===== src/hdl/assert_macros.svh =====
// Concurrent assertion helpers, clocked on the rising edge, off during reset.
`ifndef ASSERT_MACROS_SVH
`define ASSERT_MACROS_SVH

`define ASSERT_IMPL(label, clk, rst, ante, cons, msg) \
  label: assert property (@(posedge clk) disable iff (rst) (ante) |-> (cons)) \
    else $error(msg);

`define ASSERT_NEXT(label, clk, rst, ante, cons, msg) \
  label: assert property (@(posedge clk) disable iff (rst) (ante) |=> (cons)) \
    else $error(msg);

`endif


===== src/hdl/tsd_pkg.sv =====
package tsd_pkg;

  typedef enum logic [1:0] {
    PH_HEADER = 2'd0,
    PH_DATA   = 2'd1,
    PH_SKIP   = 2'd2,
    PH_HALT   = 2'd3
  } phase_t;

  localparam logic [1:0] KIND_DATA   = 2'd0;
  localparam logic [1:0] KIND_ACCEPT = 2'd1;
  localparam logic [1:0] KIND_IGNORE = 2'd2;
  localparam logic [1:0] KIND_ERROR  = 2'd3;

  localparam logic [8:0] LAST_POS  = 9'd511;
  localparam logic [8:0] CHK_AT    = 9'd148;
  localparam logic [8:0] CHK_END   = 9'd156;
  localparam logic [8:0] SIZE_AT   = 9'd124;
  localparam logic [8:0] SIZE_END  = 9'd136;
  localparam logic [8:0] TYPE_AT   = 9'd156;
  localparam logic [8:0] MAGIC_AT  = 9'd257;
  localparam logic [8:0] MAGIC_END = 9'd262;

  localparam logic [7:0] CHAR_BLANK = 8'h20;
  localparam logic [7:0] CHAR_ZERO  = 8'h30;
  localparam logic [7:0] CHAR_NINE  = 8'h39;

  typedef struct packed {
    logic        produce;
    logic [1:0]  kind;
    logic [7:0]  data;
    logic [31:0] size;
    logic [7:0]  etype;
    logic        last;
  } result_t;

  function automatic logic [7:0] magic_char(input logic [2:0] idx);
    logic [7:0] c;
    case (idx)
      3'd0:    c = 8'h75;
      3'd1:    c = 8'h73;
      3'd2:    c = 8'h74;
      3'd3:    c = 8'h61;
      default: c = 8'h72;
    endcase
    return c;
  endfunction

  // Digits 0-9 shift in as octal; anything else leaves the value alone.
  function automatic logic [31:0] octal_step(input logic [31:0] acc, input logic [7:0] c);
    logic [31:0] r;
    if (c < CHAR_ZERO || c > CHAR_NINE) begin
      r = acc;
    end else begin
      r = {acc[28:0], 3'b000} + {28'd0, c[3:0]};
    end
    return r;
  endfunction

endpackage


===== src/hdl/tsd_input_reg.sv =====
module tsd_input_reg (
  input  logic       clk,
  input  logic       rst,
  input  logic       in_valid,
  output logic       in_stall,
  input  logic [7:0] in_byte,
  input  logic       advance,
  output logic       held_valid,
  output logic [7:0] held_byte
);

  logic held_valid_next;

  assign in_stall = held_valid && !advance;

  always_comb begin
    if (in_valid && !in_stall) begin
      held_valid_next = 1'b1;
    end else if (advance) begin
      held_valid_next = 1'b0;
    end else begin
      held_valid_next = held_valid;
    end
  end

  always_ff @(posedge clk) begin
    if (rst) begin
      held_valid <= 1'b0;
    end else begin
      held_valid <= held_valid_next;
    end
  end

  always_ff @(posedge clk) begin
    if (in_valid && !in_stall) begin
      held_byte <= in_byte;
    end
  end

endmodule


===== src/hdl/tsd_parser.sv =====
`include "assert_macros.svh"

module tsd_parser (
  input  logic             clk,
  input  logic             rst,
  input  logic             step,
  input  logic [7:0]       data_in,
  output tsd_pkg::result_t res
);

  tsd_pkg::phase_t phase, phase_next;
  logic [31:0] byte_count, byte_count_next;
  logic [16:0] header_sum, header_sum_next;
  logic [31:0] stored_checksum, stored_checksum_next;
  logic [31:0] size_value, size_value_next;
  logic        magic_match, magic_match_next;
  logic [7:0]  type_value, type_value_next;
  logic [8:0]  pad_left, pad_left_next;

  logic [8:0]  pos;
  logic [31:0] count_inc;
  logic [16:0] sum_n;
  logic [31:0] chk_n;
  logic [31:0] size_n;
  logic [7:0]  type_n;
  logic        magic_n;
  logic [8:0]  pad_calc;
  logic [8:0]  pad_dec;

  assign pos       = byte_count[8:0];
  assign count_inc = byte_count + 32'd1;
  assign pad_calc  = 9'd0 - size_value[8:0];
  assign pad_dec   = pad_left - 9'd1;

  always_comb begin
    sum_n   = header_sum;
    chk_n   = stored_checksum;
    size_n  = size_value;
    type_n  = type_value;
    magic_n = magic_match;
    if (pos >= tsd_pkg::CHK_AT && pos < tsd_pkg::CHK_END) begin
      sum_n = header_sum + {9'd0, tsd_pkg::CHAR_BLANK};
      chk_n = tsd_pkg::octal_step(stored_checksum, data_in);
    end else begin
      sum_n = header_sum + {9'd0, data_in};
    end
    if (pos >= tsd_pkg::SIZE_AT && pos < tsd_pkg::SIZE_END) begin
      size_n = tsd_pkg::octal_step(size_value, data_in);
    end
    if (pos == tsd_pkg::TYPE_AT) begin
      type_n = data_in;
    end
    if (pos >= tsd_pkg::MAGIC_AT && pos < tsd_pkg::MAGIC_END) begin
      if (data_in != tsd_pkg::magic_char(3'(pos - tsd_pkg::MAGIC_AT))) begin
        magic_n = 1'b0;
      end
    end
  end

  always_comb begin
    phase_next           = phase;
    byte_count_next      = byte_count;
    header_sum_next      = header_sum;
    stored_checksum_next = stored_checksum;
    size_value_next      = size_value;
    magic_match_next     = magic_match;
    type_value_next      = type_value;
    pad_left_next        = pad_left;
    res                  = '0;
    if (step) begin
      unique case (phase)
        tsd_pkg::PH_HALT: begin
          res.produce = 1'b1;
          res.kind    = tsd_pkg::KIND_ERROR;
        end
        tsd_pkg::PH_DATA: begin
          res.produce     = 1'b1;
          res.kind        = tsd_pkg::KIND_DATA;
          res.data        = data_in;
          byte_count_next = count_inc;
          if (count_inc == size_value) begin
            res.last        = 1'b1;
            pad_left_next   = pad_calc;
            byte_count_next = '0;
            if (pad_calc != 9'd0) begin
              phase_next = tsd_pkg::PH_SKIP;
            end else begin
              phase_next           = tsd_pkg::PH_HEADER;
              header_sum_next      = '0;
              stored_checksum_next = '0;
              size_value_next      = '0;
              magic_match_next     = 1'b1;
              type_value_next      = '0;
            end
          end
        end
        tsd_pkg::PH_SKIP: begin
          pad_left_next = pad_dec;
          if (pad_dec == 9'd0) begin
            phase_next           = tsd_pkg::PH_HEADER;
            byte_count_next      = '0;
            header_sum_next      = '0;
            stored_checksum_next = '0;
            size_value_next      = '0;
            magic_match_next     = 1'b1;
            type_value_next      = '0;
          end
        end
        tsd_pkg::PH_HEADER: begin
          header_sum_next      = sum_n;
          stored_checksum_next = chk_n;
          size_value_next      = size_n;
          type_value_next      = type_n;
          magic_match_next     = magic_n;
          byte_count_next      = {23'd0, pos} + 32'd1;
          if (pos == tsd_pkg::LAST_POS) begin
            res.produce = 1'b1;
            if (!magic_n) begin
              res.kind             = tsd_pkg::KIND_IGNORE;
              byte_count_next      = '0;
              header_sum_next      = '0;
              stored_checksum_next = '0;
              size_value_next      = '0;
              magic_match_next     = 1'b1;
              type_value_next      = '0;
            end else if ({15'd0, sum_n} != chk_n) begin
              res.kind        = tsd_pkg::KIND_ERROR;
              phase_next      = tsd_pkg::PH_HALT;
              byte_count_next = '0;
            end else begin
              res.kind  = tsd_pkg::KIND_ACCEPT;
              res.size  = size_n;
              res.etype = type_n;
              if (type_n == tsd_pkg::CHAR_ZERO && size_n != 32'd0) begin
                phase_next      = tsd_pkg::PH_DATA;
                byte_count_next = '0;
              end else begin
                byte_count_next      = '0;
                header_sum_next      = '0;
                stored_checksum_next = '0;
                size_value_next      = '0;
                magic_match_next     = 1'b1;
                type_value_next      = '0;
              end
            end
          end
        end
        default: ;
      endcase
    end
  end

  always_ff @(posedge clk) begin
    if (rst) begin
      phase           <= tsd_pkg::PH_HEADER;
      byte_count      <= '0;
      header_sum      <= '0;
      stored_checksum <= '0;
      size_value      <= '0;
      magic_match     <= 1'b1;
      type_value      <= '0;
      pad_left        <= '0;
    end else begin
      phase           <= phase_next;
      byte_count      <= byte_count_next;
      header_sum      <= header_sum_next;
      stored_checksum <= stored_checksum_next;
      size_value      <= size_value_next;
      magic_match     <= magic_match_next;
      type_value      <= type_value_next;
      pad_left        <= pad_left_next;
    end
  end

  `ASSERT_NEXT(a_halt_sticky, clk, rst, phase == tsd_pkg::PH_HALT,
               phase == tsd_pkg::PH_HALT, "halt state left without reset")
  `ASSERT_IMPL(a_halt_reports, clk, rst, step && phase == tsd_pkg::PH_HALT,
               res.produce && res.kind == tsd_pkg::KIND_ERROR, "halted byte not reported")
  `ASSERT_IMPL(a_skip_silent, clk, rst, phase == tsd_pkg::PH_SKIP,
               !res.produce && pad_left != 9'd0, "pad byte produced a result")
  `ASSERT_IMPL(a_header_bound, clk, rst, phase == tsd_pkg::PH_HEADER,
               byte_count < 32'd512, "header offset past block end")

endmodule


===== src/hdl/tsd_output_reg.sv =====
module tsd_output_reg (
  input  logic             clk,
  input  logic             rst,
  input  logic             load,
  input  tsd_pkg::result_t res,
  output logic             free,
  output logic             out_valid,
  input  logic             out_stall,
  output logic [1:0]       result_kind,
  output logic [7:0]       out_byte,
  output logic [31:0]      entry_size,
  output logic [7:0]       entry_type,
  output logic             last_data
);

  logic out_valid_next;

  assign free = !out_valid || !out_stall;

  always_comb begin
    if (load) begin
      out_valid_next = 1'b1;
    end else if (!out_stall) begin
      out_valid_next = 1'b0;
    end else begin
      out_valid_next = out_valid;
    end
  end

  always_ff @(posedge clk) begin
    if (rst) begin
      out_valid <= 1'b0;
    end else begin
      out_valid <= out_valid_next;
    end
  end

  always_ff @(posedge clk) begin
    if (load) begin
      result_kind <= res.kind;
      out_byte    <= res.data;
      entry_size  <= res.size;
      entry_type  <= res.etype;
      last_data   <= res.last;
    end
  end

endmodule


===== src/hdl/tar_stream_deframer_unit.sv =====
// A byte held in the input register passes through the combinational parser into the result register.
// Throughput: one byte per cycle; a stalled result register holds back the input register.
// Header, data and pad bytes all move at that rate; pad and mid-header bytes give no result.
// Reset (rst, synchronous, active high) returns the parser to header collection,
// empties both registers and clears the halt state; no clearing pass follows.
module tar_stream_deframer_unit (
  input  logic        clk,
  input  logic        rst,
  input  logic        in_valid,
  output logic        in_stall,
  input  logic [7:0]  in_byte,
  output logic        out_valid,
  input  logic        out_stall,
  output logic [1:0]  result_kind,
  output logic [7:0]  out_byte,
  output logic [31:0] entry_size,
  output logic [7:0]  entry_type,
  output logic        last_data
);

  logic             held_valid;
  logic [7:0]       held_byte;
  logic             free;
  logic             advance;
  tsd_pkg::result_t res;

  assign advance = held_valid && free;

  tsd_input_reg u_input (
    .clk        (clk),
    .rst        (rst),
    .in_valid   (in_valid),
    .in_stall   (in_stall),
    .in_byte    (in_byte),
    .advance    (advance),
    .held_valid (held_valid),
    .held_byte  (held_byte)
  );

  tsd_parser u_parser (
    .clk     (clk),
    .rst     (rst),
    .step    (advance),
    .data_in (held_byte),
    .res     (res)
  );

  tsd_output_reg u_output (
    .clk         (clk),
    .rst         (rst),
    .load        (advance && res.produce),
    .res         (res),
    .free        (free),
    .out_valid   (out_valid),
    .out_stall   (out_stall),
    .result_kind (result_kind),
    .out_byte    (out_byte),
    .entry_size  (entry_size),
    .entry_type  (entry_type),
    .last_data   (last_data)
  );

endmodule

===== config.mk =====
export PLATFORM = sky130hd
export DESIGN_NAME = tar_stream_deframer_unit
export DESIGN_NICKNAME = d
export VERILOG_FILES = /design/src/hdl/tsd_pkg.sv /design/src/hdl/tsd_input_reg.sv /design/src/hdl/tsd_parser.sv /design/src/hdl/tsd_output_reg.sv /design/src/hdl/tar_stream_deframer_unit.sv
export VERILOG_INCLUDE_DIRS = /design/src /design/src/hdl
export SDC_FILE = /design/constraint.sdc
export NUM_CORES = 1
export LEC_CHECK = 0
export ABC_AREA = 1
export BUFFER_PORTS_ARGS = -buffer_cell sky130_fd_sc_hd__buf_2
export CAP_MARGIN = 30
export CORE_MARGIN = 3
export CORE_UTILIZATION = 45
export CTS_CLUSTER_SIZE = 28
export DETAILED_ROUTE_END_ITERATION = 10
export SLEW_MARGIN = 20
export SYNTH_ARGS = -nofsm -noshare
export SYNTH_HDL_FRONTEND = slang
export SYNTH_SLANG_ARGS = --single-unit

===== constraint.sdc =====
create_clock -name clk -period 4.92 [get_ports clk]
set_input_delay 0 -clock clk [delete_from_list [all_inputs] [get_ports clk]]
set_output_delay 0 -clock clk [all_outputs]
set_load 0.03 [all_outputs]

After elaboration in Yosys (flattened, before gate mapping)
Index checks and enable logic that the tools add are counted.
Storage, ports and cells
  output and inout bits: 53
  flip-flop bits (word level): 194
  input bits: 12
  word-level logic and storage cells: 157
Cells by class
  bitwise operators: 4
  $lt $le $gt $ge: 8
  equality and inequality tests: 19
  add/sub/neg operators: 9
  reductions and logical operators: 28
  muxes and demuxes: 73
Operators by type and width (number)
  32-bit two-way mux: 17
  32-bit one-hot mux with 3 select lines: 3
  40-bit two-way mux: 4
  17-bit two-way mux: 8
  8-bit two-way mux: 10
  32-bit by 4-bit adder with 32-bit output: 2
  52-bit two-way mux: 1
  17-bit one-hot mux with 3 select lines: 1
  32-bit by 1-bit adder with 32-bit output (second input constant): 1
  32-bit == test: 1
  17-bit by 32-bit inequality test with 1-bit output: 1
  32-bit nonzero test: 1
  8-bit one-hot mux with 3 select lines: 1
  5-bit one-hot mux with 4 select lines: 1
  9-bit by 8-bit less-than comparator with 1-bit output (second input constant): 2
  2-bit two-way mux: 9
  9-bit one-hot mux with 2 select lines: 1
  17-bit by 6-bit adder with 17-bit output (second input constant): 1
  17-bit by 8-bit adder with 17-bit output: 1
  1-bit two-way mux: 12
  9-bit by 1-bit adder with 10-bit output (second input constant): 1
  2-bit by 1-bit inequality test with 1-bit output (second input constant): 5
  9-bit by 8-bit == test with 1-bit output (second input constant): 1
  9-bit == test (second input constant): 1
  37 further kinds: 55

Longest topological paths before layout
Gate-level depths: netlist (run 1).
  word-level depth: 13
  mapped depth: 25
  mapped depth without buffers: 23

Cells and area by module
Synthesis (run 1) repeated with hierarchy kept, for this count alone.
Unflattened totals
  cells, all modules: 2583
  area, all modules: 15065.7 um2
Modules (own cells, without submodules)
  tsd_parser: seq. area each 2662.6 um2, area each 13191.4 um2, times used 1, cells an instance 2509
  tsd_output_reg: seq. area each 1551.5 um2, area each 1570.3 um2, times used 1, cells an instance 55
  tsd_input_reg: seq. area each 260.2 um2, area each 286.5 um2, times used 1, cells an instance 15
  tar_stream_deframer_unit: seq. area each 0.0 um2, area each 17.5 um2, times used 1, cells an instance 4

Least setup slack after synthesis (run 1)
OpenSTA, ideal clock, no wires.
  kind: register -> register
  from: reg u_parser.byte_count[0]
  to: reg u_output.entry_size[0] (enable)
  clock period less this slack: 4.411 ns
  buffers on the path: 0
  required time: 4.442 ns
  arrival time: 3.932 ns
  stages on the path, launching flop included: 9
  library setup time: 0.478 ns
  slack: 0.509 ns
  cell sequence: dfxtp_1 > ha_1 > inv_1 > nor2_2 > nand2_1 > inv_2 > ha_1 > nand2_1 > a21oi_1
Between the ends
  longest elaborated chain between the ends: 5
RTL lines
  start: declaration: RTL line tsd_parser.sv:12  | logic [31:0] byte_count, byte_count_next;
  start signal: assignment: RTL line tsd_parser.sv:165  | byte_count <= byte_count_next;
  9-bit == test: RTL line tsd_parser.sv:116  | if (pos == tsd_pkg::LAST_POS) begin
  3-bit two-way mux: RTL line tsd_parser.sv:116
  3-bit one-hot mux with 3 select lines: RTL line tsd_parser.sv:71  | unique case (phase)
  52-bit two-way mux: RTL line tsd_parser.sv:70  | if (step) begin
  1-bit logical AND: RTL line tar_stream_deframer_unit.sv:51  | .load (advance && res.produce),
  net u_output.load: RTL line tsd_output_reg.sv:4  | input logic load,
  end signal: assignment: RTL line tsd_output_reg.sv:42  | entry_size <= res.size;
  end: declaration: RTL line tsd_output_reg.sv:11  | output logic [31:0] entry_size,
The timed path passes the listed nets, and every way through them passes these cells.
A chain may end at the register's enable or synchronous reset.

Worst setup path after layout (run 1)
  from: reg u_parser.byte_count[0]
  to: reg u_parser.stored_checksum[14]
Between the ends
  longest elaborated chain between the ends: 10
  elaborated cells on any way between the ends: 38
  classes of those cells: 2 x add/sub; 6 x order compare; 10 x eq/ne; 13 x mux; 7 x reduce/logical
RTL lines
  3-bit by 1-bit subtractor with 3-bit output (tied with other cells): RTL line tsd_parser.sv:54  | if (data_in != tsd_pkg::magic_char(3'(pos - tsd_pkg::MAGIC_AT))) begin
  3-bit by 2-bit == test with 1-bit output (tied with other cells): RTL line tsd_pkg.sv:39  | case (idx)
  5-bit one-hot mux with 4 select lines or 32-bit two-way mux (tied branches): RTL line tsd_pkg.sv:39, tsd_parser.sv:47
  8-bit two-way mux or 32-bit nonzero test (tied branches): RTL line tsd_parser.sv:53, tsd_parser.sv:134
  8-bit inequality test or 1-bit logical AND (tied branches): RTL line tsd_parser.sv:54, tsd_parser.sv:134
  1-bit two-way mux or 32-bit two-way mux (tied branches): RTL line tsd_parser.sv:54, tsd_parser.sv:134
  1-bit two-way mux or 32-bit two-way mux (tied branches): RTL line tsd_parser.sv:53, tsd_parser.sv:126
  32-bit two-way mux: RTL line tsd_parser.sv:118  | if (!magic_n) begin
  32-bit two-way mux: RTL line tsd_parser.sv:116
  32-bit one-hot mux with 3 select lines: RTL line tsd_parser.sv:71
  end signal: assignment: RTL line tsd_parser.sv:167  | stored_checksum <= stored_checksum_next;
  end: declaration: RTL line tsd_parser.sv:14  | logic [31:0] stored_checksum, stored_checksum_next;
Parallel ways exist; a longest one is shown, timed or not. The select of a mux whose other input is x is not followed.

==> qor.txt, run 1 <==
Placement-stage cell area -> 0.0149 mm^2
Worst Skew -> 23.8 ps
Series of cell instances along the critical path -> ha_1, inv_1, nor2_2, nand2_1, nor2_1, nor3b_2, nand4_1, nand2_1, nand2_1, nand3_1, nor2_1, nand3_1, nand2_2, nand3_4, buf_4, buf_4, nand2_1, nand2_1, a21oi_1
Slew at the pin closest to its max-slew limit -> 960 ps
Total via count after detailed routing -> 14900
Proportion of layout cells with a drive suffix above 1 -> 7.64%
Num CTS Buffers -> 17
Clock latency on the worst-skew pair -> 470 ps
Highest attainable clock frequency -> 0.223 GHz
Number of input and output port buffers inserted -> 64
Routed wire per std cell -> 16.4 um
Main flop type after synthesis -> sky130_fd_sc_hd__dfxtp_1
Number of buffer and inverter stages on the critical path -> 3
Synthesized instance count -> 2363
# IOs -> 65
Final critical delay including setup and external delays -> 4490 ps
Kind of critical path -> flop to flop
Setup repair after global routing missed its margin -> false
Clock Tree Root -> sky130_fd_sc_hd__clkbuf_16
Category of the worst setup path launch point -> flop
Clock Sinks -> 194
Family with the most delay on the worst path -> simple AND/OR/NAND/NOR gates
Dominant combinational cell family by area after synthesis -> simple AND/OR/NAND/NOR gates
Final net count -> 2433
Compound-gate portion of the synthesized area -> 8.83%
Slew margin rel. -> 36.0%
Xor and xnor fraction of the mapped netlist area -> 3.63%
Synthesis-stage register bit count -> 194
Final cycle utilization of the critical path -> 91.3%
Area of the core -> 0.0309 mm^2
Synthesis Warnings -> 0
Initial DRC count -> 1318
Grt met3 use -> 2.99%
Slowest cell delay on critical path -> 760 ps
Die area -> 0.0338 mm^2
Commonest non-fill, non-tap cell in the layout -> sky130_fd_sc_hd__nand2_1
Maximum number of pins on one net before global-route repair -> 83
Met2 GRT Util -> 48.5%
Met1 layer usage reported by global route -> 35.1%
Count of cell types in the netlist -> 45
Chip Height -> 184 um
CP most frequent cell -> sky130_fd_sc_hd__nand2_1
Total detailed-routing wirelength -> 46100 um
Summed negative setup slack over all endpoints -> 0 ps
Setup-failing EPs final -> 0
Type of the worst min-delay path -> primary input to flop
Syn nets -> 2400
Number of H-tree branching levels -> 4
Combined area of all synthesized cells -> 0.0142 mm^2
Worst VDD drop -> 0.000270 V
Power density of the placed cells -> 245 mW/mm^2
Number of antenna violations at the first check in global routing -> 0
Reported leakage power -> 6.62 nW
N_diodes -> 0
Top fanout value on the critical path -> 82
Maximum Capacitance Violations -> 0
Adder-cell area share of the yosys netlist -> 2.25%
Global route overflow -> 0
Area growth from synthesis to layout -> 9.22%
Count of flip-flops with a built-in enable after synthesis -> 59
Clock buffer depth -> 2
Die W -> 184 um
Post-synth ARST share -> 0%
Average vias per placed instance -> 5.30
Clock-pin transition on the worst setup and hold timing paths -> 80 ps
DRC violation count after routing -> 0
First-pass GRT wire length -> 75400 um
Starting utilization of the core area -> 46.1%
TritonCTS clock tree -> built
Most frequent cells in the layout -> sky130_fd_sc_hd__nand2_1, sky130_fd_sc_hd__nor2_1, sky130_fd_sc_hd__nand3_1
Final Hold Fails -> 0
Slowest library cell on the worst path -> sky130_fd_sc_hd__buf_4
Detailed Place HPWL -> 34000 um
Portion of netlist area occupied by mux cells -> 0%
Final cell area excluding filler cells -> 0.0156 mm^2
Slew Viols, Final -> 0
Number of placement rows -> 64
Number of global-route vias before repair -> 14200
Sequential fraction of the synthesis area -> 31.4%
Overall routing resource usage -> 27.7%
Global placer's final weighted congestion -> 0.944
CP Data Required Time -> 5250 ps
Mean area per synthesized cell -> 6.03 um^2
Result of the run -> finished, final reports clean
Number of antenna-violating nets in the routed design -> 0
Layer with the highest usage -> met2
Arrival time worst endpoint -> 4830 ps
First-pass iteration count of the detailed router -> 5
Capturing element type of the critical path -> flop
Simple-gate share of the synthesized area -> 44.1%
[report_power, final]
group | switching, mW | internal (mW)
sequential | 0.0780 | 1.69
clock | 0.682 | 0.743
combinational | 0.409 | 0.209
total | 1.17 | 2.64
[area by class of cell]
class	instances	area [um^2]
Inverter	239	897
Sequential cell	194	4470
Tap cell	396	495
Timing Repair Buffer	103	703
Multi-Input combinational cell	1841	8420
Clock inverter	5	42.5
Clock buffer	27	526
Fill cell	3317	15400
[metrics by stage]
step,power (mW),utilization [%],std cells,setup WS [ps],hold slack (ps)
6_report,3.81,50.3,2805,427,170
5_1_grt,4.00,50.3,2805,26.6,206
4_1_cts,3.83,50.3,2805,468,152
3_5_place_dp,2.41,48.1,2762,497,178
3_3_place_gp,2.41,48.1,2761,517,177
2_1_floorplan,2.23,-,2363,509,98.9
[worst register-to-register path, delay by kind of cell (launching register included)]
kind,cells,cell delay [ps]
AOI/OAI and AO/OA,1,40
adders and majority gates,1,330
buffers and inverters,3,1450
DFF,1,520
and+or+nand+nor,14,2010
[per-layer routing]
layer	wire length, um	part of all wire, %
met3	1820	3.9
met4	1540	3.3
met1	20300	44
met5	0	0
met2	22500	49
[worst paths after layout]
check	to	from	cells after the start	slack (ps)
max	u_parser.stored_checksum[14]$_SDFFE_PP0P_	u_parser.byte_count[0]$_SDFFE_PP0P_	19	430
min	u_output.out_valid$_SDFFE_PP0P_	rst	2	170
max reg2reg	u_parser.stored_checksum[14]$_SDFFE_PP0P_	u_parser.byte_count[0]$_SDFFE_PP0P_	19	430
min reg2reg	u_parser.magic_match$_SDFFE_PP1P_	u_parser.magic_match$_SDFFE_PP1P_	2	470
[sequential cells by signal (all words and copies together), names as in the netlist, 8 cells and up]
name,cells
u_output.out_byte,8
u_parser.stored_checksum,32
u_input.held_byte,8
u_parser.type_value,8
u_parser.pad_left,9
u_parser.header_sum,17
u_output.entry_type,8
u_parser.byte_count,32
u_parser.size_value,32
u_output.entry_size,32
[synthesized netlist by cell type, types with 2 or more instances]
cell                         n  area (um^2)
sky130_fd_sc_hd__nand4_1    32          200
sky130_fd_sc_hd__nor2_1    334         1250
sky130_fd_sc_hd__nand3_1   226         1130
sky130_fd_sc_hd__buf_6      13          146
sky130_fd_sc_hd__buf_4       5         37.5
sky130_fd_sc_hd__inv_1     224          841
sky130_fd_sc_hd__ha_1       24          300
sky130_fd_sc_hd__a21oi_1   136          681
sky130_fd_sc_hd__nor2_4      2         22.5
sky130_fd_sc_hd__nand3_2     4         40.0
sky130_fd_sc_hd__nand2_1   862         3240
sky130_fd_sc_hd__a21oi_2    17          149
sky130_fd_sc_hd__nand3b_1    4         30.0
sky130_fd_sc_hd__inv_2       8         30.0
sky130_fd_sc_hd__clkinv_1    7         26.3
sky130_fd_sc_hd__buf_2      30          150
sky130_fd_sc_hd__nor3b_1     2         15.0
sky130_fd_sc_hd__edfxtp_1   59         1770
sky130_fd_sc_hd__o21bai_1    4         30.0
sky130_fd_sc_hd__or2_2       4         25.0
sky130_fd_sc_hd__xor2_1     50          438
sky130_fd_sc_hd__nand2_2     6         37.5
sky130_fd_sc_hd__clkbuf_1   39          146
sky130_fd_sc_hd__nor4_1      3         18.8
sky130_fd_sc_hd__dfxtp_1   135         2700
sky130_fd_sc_hd__o21ai_0    40          200
sky130_fd_sc_hd__a31oi_1     2         12.5
sky130_fd_sc_hd__nor3_1     27          135
sky130_fd_sc_hd__xnor2_1     9         78.8
sky130_fd_sc_hd__nor2_2     15         93.8
sky130_fd_sc_hd__o21ai_2     3         26.3
sky130_fd_sc_hd__o21ai_1    24          120
[repair_timing]
item | 4_1_cts | 5_1_grt
resized for setup | 0 | 0
hold buffers | 11 | 0
endpoints found under the hold margin | 10 | 0
buffers inserted | 0 | 0
[cells by family after synthesis]
family          count (synthesis)
compound gates                231
xor+xnor                       59
fa+ha+maj                      25
buf+inv                       328
flops                         194
simple gates                 1526
Power figures use the tool's default switching activity.
==> inputs of run 2 (changes only) <==
--- a/config.mk
+++ b/config.mk
@@ -10,9 +10,10 @@
 export BUFFER_PORTS_ARGS = -buffer_cell sky130_fd_sc_hd__buf_2
 export CAP_MARGIN = 30
 export CORE_MARGIN = 3
-export CORE_UTILIZATION = 45
+export CORE_UTILIZATION = 60
 export CTS_CLUSTER_SIZE = 28
 export DETAILED_ROUTE_END_ITERATION = 10
+export PLACE_DENSITY = 0.78
 export SLEW_MARGIN = 20
 export SYNTH_ARGS = -nofsm -noshare
 export SYNTH_HDL_FRONTEND = slang
==> qor.txt, run 2 (same netlist as run 1, synthesis figures left out) <==
DRC violation count after routing -> 0
Clock Tree Root -> sky130_fd_sc_hd__clkbuf_16
Clock latency on the worst-skew pair -> 460 ps
Final critical delay including setup and external delays -> 4220 ps
Slew at the pin closest to its max-slew limit -> 934 ps
N_diodes -> 0
Global route overflow -> 0
Area growth from synthesis to layout -> 8.57%
Area of the core -> 0.0230 mm^2
Series of cell instances along the critical path -> ha_1, inv_1, nor2_2, nand2_1, inv_2, ha_1, xor2_1, nor3_1, nand2_1, nor2_1, nand4_1, nor2_1, nand3_1, nand2_2, nand3_4, buf_4, buf_4, nand2_1, nand2_1, a21oi_1
Register-to-Register Setup Slack -> 700 ps
Multi-input gate area -> 0.00841 mm^2
Number of input and output port buffers inserted -> 64
First-pass iteration count of the detailed router -> 6
First-pass GRT wire length -> 71600 um
Most frequent cells in the layout -> sky130_fd_sc_hd__nand2_1, sky130_fd_sc_hd__nor2_1, sky130_fd_sc_hd__nand3_1
Number of global-route vias before repair -> 14300
Number of placement rows -> 55
Reported leakage power -> 6.62 nW
Slew Viols, Final -> 0
Result of the run -> finished, final reports clean
Setup-failing EPs final -> 0
CP Data Required Time -> 5230 ps
Worst VDD drop -> 0.000220 V
Family with the most delay on the worst path -> buffers and inverters
Maximum number of pins on one net before global-route repair -> 81
Die area -> 0.0256 mm^2
Global placer's final weighted congestion -> 0.995
Category of the worst setup path launch point -> flop
Clock Sinks -> 194
Chip Height -> 160 um
Detailed Place HPWL -> 31800 um
Maximum Capacitance Violations -> 0
Summed negative setup slack over all endpoints -> 0 ps
Worst Skew -> 16.6 ps
Overall routing resource usage -> 34.0%
Power density of the placed cells -> 251 mW/mm^2
Worst Hold Margin -> 209 ps
Filler cell count in the final layout -> 2234
Total detailed-routing wirelength -> 44000 um
Routed wire per std cell -> 16.2 um
# IOs -> 65
Proportion of layout cells with a drive suffix above 1 -> 7.61%
Slowest cell delay on critical path -> 710 ps
Total via count after detailed routing -> 15200
Num CTS Buffers -> 17
Kind of critical path -> flop to flop
Flip-flop and latch area -> 0.00447 mm^2
CP most frequent cell -> sky130_fd_sc_hd__nand2_1
TritonCTS clock tree -> built
Die W -> 160 um
Final net count -> 2428
Final cycle utilization of the critical path -> 85.8%
PnR worst setup slack -> 700 ps
PnR Total Power -> 3.88 mW
Final Hold Fails -> 0
Highest attainable clock frequency -> 0.237 GHz
Clock buffer depth -> 2
Slew margin rel. -> 37.7%
Capturing element type of the critical path -> flop
Starting utilization of the core area -> 62.0%
Number of antenna violations at the first check in global routing -> 0
Commonest non-fill, non-tap cell in the layout -> sky130_fd_sc_hd__nand2_1
Type of the worst min-delay path -> primary input to flop
Arrival time worst endpoint -> 4530 ps
Number of buffer and inverter stages on the critical path -> 4
Number of antenna-violating nets in the routed design -> 0
Post-CTS Setup Bufs -> 0
Setup repair after global routing missed its margin -> false
Slowest library cell on the worst path -> sky130_fd_sc_hd__buf_4
Number of H-tree branching levels -> 4
Clock-pin transition on the worst setup and hold timing paths -> 80 ps
Pre-CTS setup slack -> 800 ps
Average vias per placed instance -> 5.61
Top fanout value on the critical path -> 80
Initial DRC count -> 1613
## run 2: cell count changes in the layout (fill, tap and decap cells not counted), moves of 2 or more
cell | before | now
sky130_fd_sc_hd__inv_12 | 0 | 2
sky130_fd_sc_hd__buf_12 | 5 | 3
sky130_fd_sc_hd__clkbuf_16 | 19 | 17
sky130_fd_sc_hd__clkbuf_8 | 2 | 0
sky130_fd_sc_hd__buf_4 | 23 | 18
sky130_fd_sc_hd__buf_16 | 0 | 2
sky130_fd_sc_hd__clkinvlp_4 | 3 | 0
sky130_fd_sc_hd__clkinv_8 | 0 | 3
sky130_fd_sc_hd__inv_6 | 1 | 4
sky130_fd_sc_hd__clkbuf_1 | 6 | 1
## run 2: repair_timing
| item | in CTS | in global routing |
|---|---|---|
| resized for setup | 0 | 0 |
| endpoints found under the hold margin | 10 | 0 |
| hold buffers | 11 | 0 |
## run 2: path summary, 6_finish.rpt
| path | cells after the start | end | from |
|---|---|---|---|
| worst max-delay path | 20 | u_parser.stored_checksum[26]$_SDFFE_PP0P_ | u_parser.byte_count[1]$_SDFFE_PP0P_ |
| worst min-delay path | 2 | u_parser.byte_count[1]$_SDFFE_PP0P_ | rst |
| worst max register to register | 20 | u_parser.stored_checksum[26]$_SDFFE_PP0P_ | u_parser.byte_count[1]$_SDFFE_PP0P_ |
| worst min register to register | 2 | u_parser.magic_match$_SDFFE_PP1P_ | u_parser.magic_match$_SDFFE_PP1P_ |
## run 2: power breakdown
| part | total (mW) | internal [mW] | switching (mW) |
|---|---|---|---|
| Clock | 1.50 | 0.740 | 0.760 |
| Sequential | 1.77 | 1.69 | 0.0783 |
| Combinational | 0.612 | 0.208 | 0.404 |
| Total | 3.88 | 2.64 | 1.24 |
## run 2: worst reg2reg max path: stages, from the launching register on
cell and delay, ps:
sky130_fd_sc_hd__dfxtp_1 490, sky130_fd_sc_hd__ha_1 310, sky130_fd_sc_hd__inv_1 80, sky130_fd_sc_hd__nor2_2 200, sky130_fd_sc_hd__nand2_1 130, sky130_fd_sc_hd__inv_2 130
sky130_fd_sc_hd__ha_1 260, sky130_fd_sc_hd__xor2_1 150, sky130_fd_sc_hd__nor3_1 80, sky130_fd_sc_hd__nand2_1 70, sky130_fd_sc_hd__nor2_1 50, sky130_fd_sc_hd__nand4_1 80
sky130_fd_sc_hd__nor2_1 50, sky130_fd_sc_hd__nand3_1 180, sky130_fd_sc_hd__nand2_2 130, sky130_fd_sc_hd__nand3_4 90, sky130_fd_sc_hd__buf_4 710, sky130_fd_sc_hd__buf_4 650
sky130_fd_sc_hd__nand2_1 110, sky130_fd_sc_hd__nand2_1 90, sky130_fd_sc_hd__a21oi_1 40
## run 2: metal layers
| metal | wire length (um) | GRT usage (%) |
|---|---|---|
| met1 | 17900 | 41.8 |
| met2 | 21100 | 58.9 |
| met3 | 2850 | 4.07 |
| met4 | 2230 | 16.8 |
| met5 | 0 | 0 |
## run 2: stage by stage
step,cells,instance area (um^2),utilization [%]
finish,2717,15500,67.3
global route,2717,15500,67.3
CTS,2716,15400,67.2
detailed placement,2673,14700,64.0
global placement,2672,14700,63.9
floorplan,2363,14200,-
## run 2: layout make-up
cell class / count / share of cell area (%)
Timing Repair Buffer: 98 / 4.40
Inverter: 239 / 5.80
Clock inverter: 14 / 1.18
Sequential cell: 194 / 28.9
Tap cell: 313 / 2.53
Multi-Input combinational cell: 1841 / 54.4
Clock buffer: 18 / 2.78
